<file path="config.mk">
export PLATFORM = sky130hd
export DESIGN_NAME = sample_frame_deframer
export DESIGN_NICKNAME = d
export VERILOG_FILES = /design/src/design/sfd_pkg.sv /design/src/design/sfd_skid.sv /design/src/design/sample_frame_deframer.sv
export SDC_FILE = /design/constraint.sdc
export NUM_CORES = 1
export LEC_CHECK = 0
export BUFFER_PORTS_ARGS = -buffer_cell sky130_fd_sc_hd__clkbuf_2
export CAP_MARGIN = 30
export CORE_ASPECT_RATIO = 0.9
export CORE_UTILIZATION = 30
export CTS_BUF_LIST = sky130_fd_sc_hd__clkbuf_4 sky130_fd_sc_hd__clkbuf_8
export DETAILED_ROUTE_END_ITERATION = 6
export PLACE_DENSITY = 0.53
export SKIP_CTS_REPAIR_TIMING = 1
export SLEW_MARGIN = 20
export SYNTH_ARGS = -nofsm -noshare
export SYNTH_HDL_FRONTEND = slang
export SYNTH_SLANG_ARGS = --single-unit
</file>
<file path="constraint.sdc">
create_clock -name clk -period 8 [get_ports clk]
set_input_delay 1.2 -clock clk [delete_from_list [all_inputs] [get_ports clk]]
set_output_delay 1.2 -clock clk [all_outputs]
set_load 0.05 [all_outputs]
</file>
<file path="src/design/sfd_pkg.sv">
// ----------------------------------------------------------------------------
// sfd_pkg
// Types and constants shared by the sample frame deframer modules.
// ----------------------------------------------------------------------------
package sfd_pkg;

  localparam logic       OP_DATA  = 1'b0;
  localparam logic       OP_FLUSH = 1'b1;

  localparam logic       KIND_SAMPLE    = 1'b0;
  localparam logic       KIND_FRAME_END = 1'b1;

  localparam logic [1:0] PH_FIRST  = 2'd0;
  localparam logic [1:0] PH_SECOND = 2'd1;
  localparam logic [1:0] PH_THIRD  = 2'd2;

  localparam logic [23:0] SEP_WORD  = 24'h7FFFFF;
  localparam logic [15:0] COUNT_MAX = 16'hFFFF;

  typedef struct packed {
    logic       op;
    logic [7:0] data_byte;
  } sfd_in_t;

  typedef struct packed {
    logic               kind;
    logic signed [23:0] sample;
    logic [15:0]        error_word;
    logic [7:0]         check_xor;
    logic [15:0]        frame_samples;
  } sfd_out_t;

endpackage

</file>
<file path="src/design/sfd_skid.sv">
// ----------------------------------------------------------------------------
// sfd_skid
// Two-entry output skid buffer; upstream ready comes straight from a flop.
// ----------------------------------------------------------------------------
module sfd_skid (
  input  logic             clk,
  input  logic             rst,
  input  logic             up_valid,
  output logic             up_ready,
  input  sfd_pkg::sfd_out_t up_item,
  output logic             dn_valid,
  input  logic             dn_ready,
  output sfd_pkg::sfd_out_t dn_item
);
  import sfd_pkg::*;

  logic     main_valid;
  logic     skid_valid;
  sfd_out_t main_item;
  sfd_out_t skid_item;

  assign up_ready = !skid_valid;
  assign dn_valid = main_valid;
  assign dn_item  = main_item;

  always_ff @(posedge clk) begin
    if (main_valid && !dn_ready) begin
      if (up_valid && !skid_valid) begin
        skid_item <= up_item;
      end
    end else begin
      if (skid_valid) begin
        main_item <= skid_item;
      end else if (up_valid) begin
        main_item <= up_item;
      end
    end
  end

  always_ff @(posedge clk) begin
    if (rst) begin
      main_valid <= 1'b0;
      skid_valid <= 1'b0;
    end else if (main_valid && !dn_ready) begin
      if (up_valid && !skid_valid) begin
        skid_valid <= 1'b1;
      end
    end else begin
      if (skid_valid) begin
        main_valid <= 1'b1;
        skid_valid <= 1'b0;
      end else begin
        main_valid <= up_valid;
      end
    end
  end

endmodule

</file>
<file path="src/design/sample_frame_deframer.sv">
// ----------------------------------------------------------------------------
// sample_frame_deframer
// Groups a byte stream into 3-byte words, emits samples and frame-end items.
// ----------------------------------------------------------------------------
// One input item is taken every cycle while the skid buffer has room. Each byte
// is held in an input register and decoded against the frame state
// combinationally; its result (if any) is registered into a two-entry output
// skid buffer. Input stalls only while the skid buffer holds two results.
// Input ready depends only on flops. A flush item clears the partial frame and
// gives no result.
module sample_frame_deframer (
  input  logic             clk,
  input  logic             rst,
  input  logic             in_valid,
  output logic             in_ready,
  input  sfd_pkg::sfd_in_t  in_item,
  output logic             out_valid,
  input  logic             out_ready,
  output sfd_pkg::sfd_out_t out_item
);
  import sfd_pkg::*;

  logic        in_v;
  sfd_in_t     in_r;
  logic        skid_ready;
  logic        fire;

  logic [1:0]  byte_phase, byte_phase_next;
  logic        in_trailer, in_trailer_next;
  logic [15:0] partial_word, partial_word_next;
  logic [7:0]  running_xor, running_xor_next;
  logic [15:0] sample_count, sample_count_next;

  logic        res_hit;
  sfd_out_t    res;
  logic [7:0]  xor_byte;
  logic [23:0] word;

  assign fire     = in_v && skid_ready;
  assign in_ready = !in_v || fire;

  always_ff @(posedge clk) begin
    if (rst) begin
      in_v <= 1'b0;
    end else if (in_ready) begin
      in_v <= in_valid;
    end
  end

  always_ff @(posedge clk) begin
    if (in_ready && in_valid) begin
      in_r <= in_item;
    end
  end

  assign xor_byte = running_xor ^ in_r.data_byte;
  assign word     = {partial_word, in_r.data_byte};

  always_comb begin
    byte_phase_next   = byte_phase;
    in_trailer_next   = in_trailer;
    partial_word_next = partial_word;
    running_xor_next  = running_xor;
    sample_count_next = sample_count;
    res_hit           = 1'b0;
    res               = '0;
    if (in_r.op == OP_FLUSH) begin
      byte_phase_next   = PH_FIRST;
      in_trailer_next   = 1'b0;
      partial_word_next = '0;
      running_xor_next  = '0;
      sample_count_next = '0;
    end else begin
      running_xor_next = xor_byte;
      case (byte_phase)
        PH_FIRST: begin
          partial_word_next = {8'h00, in_r.data_byte};
          byte_phase_next   = PH_SECOND;
        end
        PH_SECOND: begin
          partial_word_next = {partial_word[7:0], in_r.data_byte};
          byte_phase_next   = PH_THIRD;
        end
        default: begin
          byte_phase_next = PH_FIRST;
          if (in_trailer) begin
            res_hit           = 1'b1;
            res.kind          = KIND_FRAME_END;
            res.error_word    = partial_word;
            res.check_xor     = xor_byte;
            res.frame_samples = sample_count;
            in_trailer_next   = 1'b0;
            partial_word_next = '0;
            running_xor_next  = '0;
            sample_count_next = '0;
          end else begin
            partial_word_next = '0;
            if (word == SEP_WORD) begin
              in_trailer_next = 1'b1;
            end else begin
              res_hit    = 1'b1;
              res.kind   = KIND_SAMPLE;
              res.sample = word;
              if (sample_count != COUNT_MAX) begin
                sample_count_next = sample_count + 16'd1;
              end
            end
          end
        end
      endcase
    end
  end

  always_ff @(posedge clk) begin
    if (rst) begin
      byte_phase   <= PH_FIRST;
      in_trailer   <= 1'b0;
      partial_word <= '0;
      running_xor  <= '0;
      sample_count <= '0;
    end else if (fire) begin
      byte_phase   <= byte_phase_next;
      in_trailer   <= in_trailer_next;
      partial_word <= partial_word_next;
      running_xor  <= running_xor_next;
      sample_count <= sample_count_next;
    end
  end

  sfd_skid u_skid (
    .clk      (clk),
    .rst      (rst),
    .up_valid (fire && res_hit),
    .up_ready (skid_ready),
    .up_item  (res),
    .dn_valid (out_valid),
    .dn_ready (out_ready),
    .dn_item  (out_item)
  );

endmodule

</file>
Yosys cells after proc, flatten, opt, wreduce, memory -nomap -nowiden --
Cells that the tools add are included.
Storage, ports and cells: bits in registers 185, input bits 13
Operators by class: add/sub/neg operators 1, equality and inequality tests 5, muxes and demuxes 29, bitwise operators 2, reduce and logical (&&, ||, !) cells 18
Operator list (count):
- $mux 65 | 4
- $mux 16 | 6
- $mux 24 | 2
- $mux 40 | 1
- $pmux 16 s2 | 1
- $eq 24x23->1 const B | 1
- $mux 8 | 3
- $add 16x1->16 const B | 1
- $ne 16x16->1 const B | 1
- $mux 1 | 10
- $xor 8x8->8 | 1
- $reduce_and 2->1 | 3
- $logic_and 1x1->1 | 5
- $pmux 2 s2 | 1
- $reduce_and 4->1 | 1
- $reduce_or 2->1 | 2
- $logic_not 1->1 | 3
- $ne 3x3->1 const B | 1
- $reduce_bool 3->1 | 1
- $eq 2x1->1 const B | 1
- $logic_not 2->1 | 1
- $mux 2 | 1
- $ne 2x1->1 const B | 1
- $reduce_bool 2->1 | 1
- other kinds (2) | 2

Depth between registers and ports, before layout --
depth after elaboration 8, gate-level depth with buffers 8, depth with buffers taken out 5

Modules after synthesis --
Synthesis repeated with hierarchy kept, for this count alone.
Unflattened totals: cell total of the unflattened synthesis 556, area, all modules 7751.2 um^2
Modules (own cells, without submodules):
- sfd_skid | times used 1, cells each 212, area an instance 4845.9 um^2, seq. area each 3943.8 um^2
- sample_frame_deframer | times used 1, cells each 344, area an instance 2905.3 um^2, seq. area each 1151.1 um^2

Worst setup path after synthesis --
Ideal clock, no wire load.
path type input-to-reg, start input out_ready, end register u_skid.skid_item[0] (netlist bit) (enable), library setup time 671 ps, arrival 8079 ps, data required time 7329 ps, path slack -750 ps, stages on the path 3, path buffers 0, cells stage by stage inv_1 -> nand2_1 -> nor4b_1
Between the ends: word-level cells in the longest chain between the ends 3
Ends and longest elaborated chain:
- from (decl) | RTL line sample_frame_deframer.sv:18 | input logic out_ready,
- $logic_not 1->1 | RTL line sfd_skid.sv:27 | if (main_valid && !dn_ready) begin
- $logic_and 1x1->1 | RTL line sfd_skid.sv:27
- $reduce_and 2->1 (no source line)
- to (signal assigned) | RTL line sfd_skid.sv:29 | skid_item <= up_item;
- to (decl) | RTL line sfd_skid.sv:20 | sfd_out_t skid_item;
Every way passes these cells. A chain may end at the register's enable or synchronous reset.

Worst setup path after layout --
start register u_skid.skid_valid, end output in_ready
Between the ends: word-level cells in the longest chain between the ends 3
Ends and longest elaborated chain:
- from (decl) | RTL line sfd_skid.sv:18 | logic skid_valid;
- from (signal assigned) | RTL line sfd_skid.sv:43 | skid_valid <= 1'b0;
- from (signal assigned) | RTL line sfd_skid.sv:46 | skid_valid <= 1'b1;
- from (signal assigned) | RTL line sfd_skid.sv:51 | skid_valid <= 1'b0;
- $logic_not 1->1 | RTL line sfd_skid.sv:22 | assign up_ready = !skid_valid;
- $logic_and 1x1->1 | RTL line sample_frame_deframer.sv:39 | assign fire = in_v && skid_ready;
- $logic_or 1x1->1 | RTL line sample_frame_deframer.sv:40 | assign in_ready = !in_v || fire;
- to (decl) | RTL line sample_frame_deframer.sv:15 | output logic in_ready,
Every way passes these cells.

==> out/qor.csv <==
metric,value,unit
status,finished clean,
final_antenna_net_count,0,
cp.depth,3,
antenna_cells,0,
drc,0,
dpl_cell_area,8320,sq um
fin_nets,641,
drive_above_1_share,0.283,
hold_viol,0,
cap_violations,0,
path_clk_slew,90,ps
wirelength,15700,um
yosys.cell_count.top_type,edfxtp_1,
synth_top_area_cell,edfxtp_1,
clk_path_buf_depth,2,
endpoint_kind,primary output,
yosys_warnings,0,
grt_start_max_net_pins,80,
dpl.cell_count,944,
power,1.69,mW
ys_seq_elements,185,
ys_top_cells_by_count,"edfxtp_1, mux2_2, dfxtp_1, and3_1, nor2_1",
finalSetupTns,0,ps
dpl.hpwl,10300,um
r2r_slack,5100,ps
vias_per_cell,4.73,
initial_core_util,0.309,
cp_slowest_cell,buf_4,
powerDensity,194,nW/um^2
yosysSeqAreaShare,0.674,
critPathBufInv,2,
cts_tree,built,
worstSetupStartpoint,u_skid.skid_valid$_SDFFE_PP0P_,
vias,4615,
synth_fp_nets,573,
wl_per_cell,16.1,um
avgSynthCellArea,13.5,sq um
endpoint,in_ready,
fin_util,0.356,
drv_slew,0,
grt_usage,0.127,
ys.flop_type,edfxtp_1,
dieArea,25800,sq um
routabilityCongestion,0.782,
syn-cell-area,7560,sq um
numCtsBuffers,17,
synth_cell_types,43,
p_leak,3.29,nW
fin_area,8710,sq um
finalSetupViolations,0,
worstReg2RegStart,in_r[3]$_DFFE_PP_,
synth_top_cell_area_share,0.552,
die_y,153,um
htree_num_levels,4,
crit_chain,buf_4 > nand2_1 > clkbuf_2,
cpPeakStageDelay,650,ps
crit_family,buffers and inverters,
insertion_delay,470,ps
holdCritPathClass,flip-flop to flip-flop,
required,6800,ps
rows,54,
syn_to_final_growth,15.3,%
finalCriticalPeriod,3160,ps
cts_root_buffer,clkbuf_8,
crit_type,flip-flop to primary output,
synthCells,559,
slew_headroom,0.363,
worst_hold_slack,489,ps
worst_pin_slew,956,ps
first_pass_iters,5,
first_iter_violations,327,
timing.final.ws_setup,4840,ps
final_cells,976,
cts.sinks,185,
finalClockSkew,18.7,ps
grt_overflow,0,
startpoint_type,flip-flop,
grt_pass1_wl,25400,um
core_area,24500,sq um
dieWidth,169,um
crit_path_max_fanout,79,
ir_drop,77.0,uV
r2r_end,u_skid.dn_item[30]$_DFFE_PP_,
antenna_found_initial,0,
r2r_cells,6,
finalCritPeriodShare,0.395,
grt_setup_unrepaired,false,
place_ws,4870,ps
cp.arrival,1960,ps
max_freq,316,MHz
port_buffers,79,
num_io_pins,80,
grt_pass1_vias,4632,
synth-edff-count,139,
async_flop_share,0,
synthTopCellsByArea,"edfxtp_1, dfxtp_1, mux2_2",
## cell type report
class	instances	area, sq um
flip-flops and latches	185	5100
fillers	2396	15700
clock inverters	11	115
well taps	336	420
clock buffers	21	283
inverters	5	18.8
multi-input cells	332	2320
repair buffers	86	455
## worst min-delay path: stages, from the launching register on
cell and delay (ps):
dfxtp_1 340, nand2_1 60, mux2i_1 50
## routing by layer
metal	up-vias	track usage	share of wire
met5	-	0	0
met4	0	0.0420	0.0082
met3	8	0.0327	0.037
met2	103	0.187	0.46
met1	2257	0.181	0.50
li1	2247	-	-
## where the power goes
part | total, mW | internal (mW) | switching [mW]
clock | 0.623 | 0.281 | 0.342
combinational | 0.0310 | 0.0106 | 0.0205
sequential | 1.03 | 1.02 | 0.00915
total | 1.69 | 1.32 | 0.372
## layout by cell type (no fill, tap or decap), drive strengths merged, types with 3 or more instances in the layout
master | synthesis | final
dfxtp | 46 | 46
mux2 | 55 | 55
nor3 | 3 | 3
nor2 | 41 | 41
buf | 7 | 7
and3 | 40 | 40
nand2 | 21 | 21
inv | 5 | 8
edfxtp | 139 | 139
a22oi | 16 | 16
a21oi | 27 | 27
nand3 | 8 | 8
clkbuf | 30 | 100
nor3b | 9 | 9
o31ai | 20 | 20
and2 | 25 | 25
xnor2 | 8 | 8
or4 | 12 | 12
o21ai | 14 | 14
clkinv | 0 | 6
nand4 | 11 | 11
## registers in the layout (all words and copies together), names as in the netlist
signal             cells
byte_phase             2
in_r                   9
in_trailer             1
in_v                   1
partial_word          16
running_xor            8
sample_count          16
u_skid.dn_item        65
u_skid.dn_valid        1
u_skid.skid_item      65
u_skid.skid_valid      1
## cell families after synthesis
kind of cell    synth area share
compound gates            0.0715
xor+xnor                 0.00927
fa+ha+maj                0.00166
buf+inv                   0.0233
flops                      0.674
mux                       0.0846
simple gates               0.135
## how the worst min path moves through the flow
stage	startpoint	endpoint	cells past startpoint
detailed placement	sample_count[11]$_SDFFE_PP0P_	sample_count[11]$_SDFFE_PP0P_	2
global placement	sample_count[11]$_SDFFE_PP0P_	sample_count[11]$_SDFFE_PP0P_	2
CTS	sample_count[11]$_SDFFE_PP0P_	sample_count[11]$_SDFFE_PP0P_	2
finish	sample_count[11]$_SDFFE_PP0P_	sample_count[11]$_SDFFE_PP0P_	2
global route	sample_count[11]$_SDFFE_PP0P_	sample_count[11]$_SDFFE_PP0P_	2
floorplan	sample_count[11]$_SDFFE_PP0P_	sample_count[11]$_SDFFE_PP0P_	2
(Power assumes the default switching activity.)
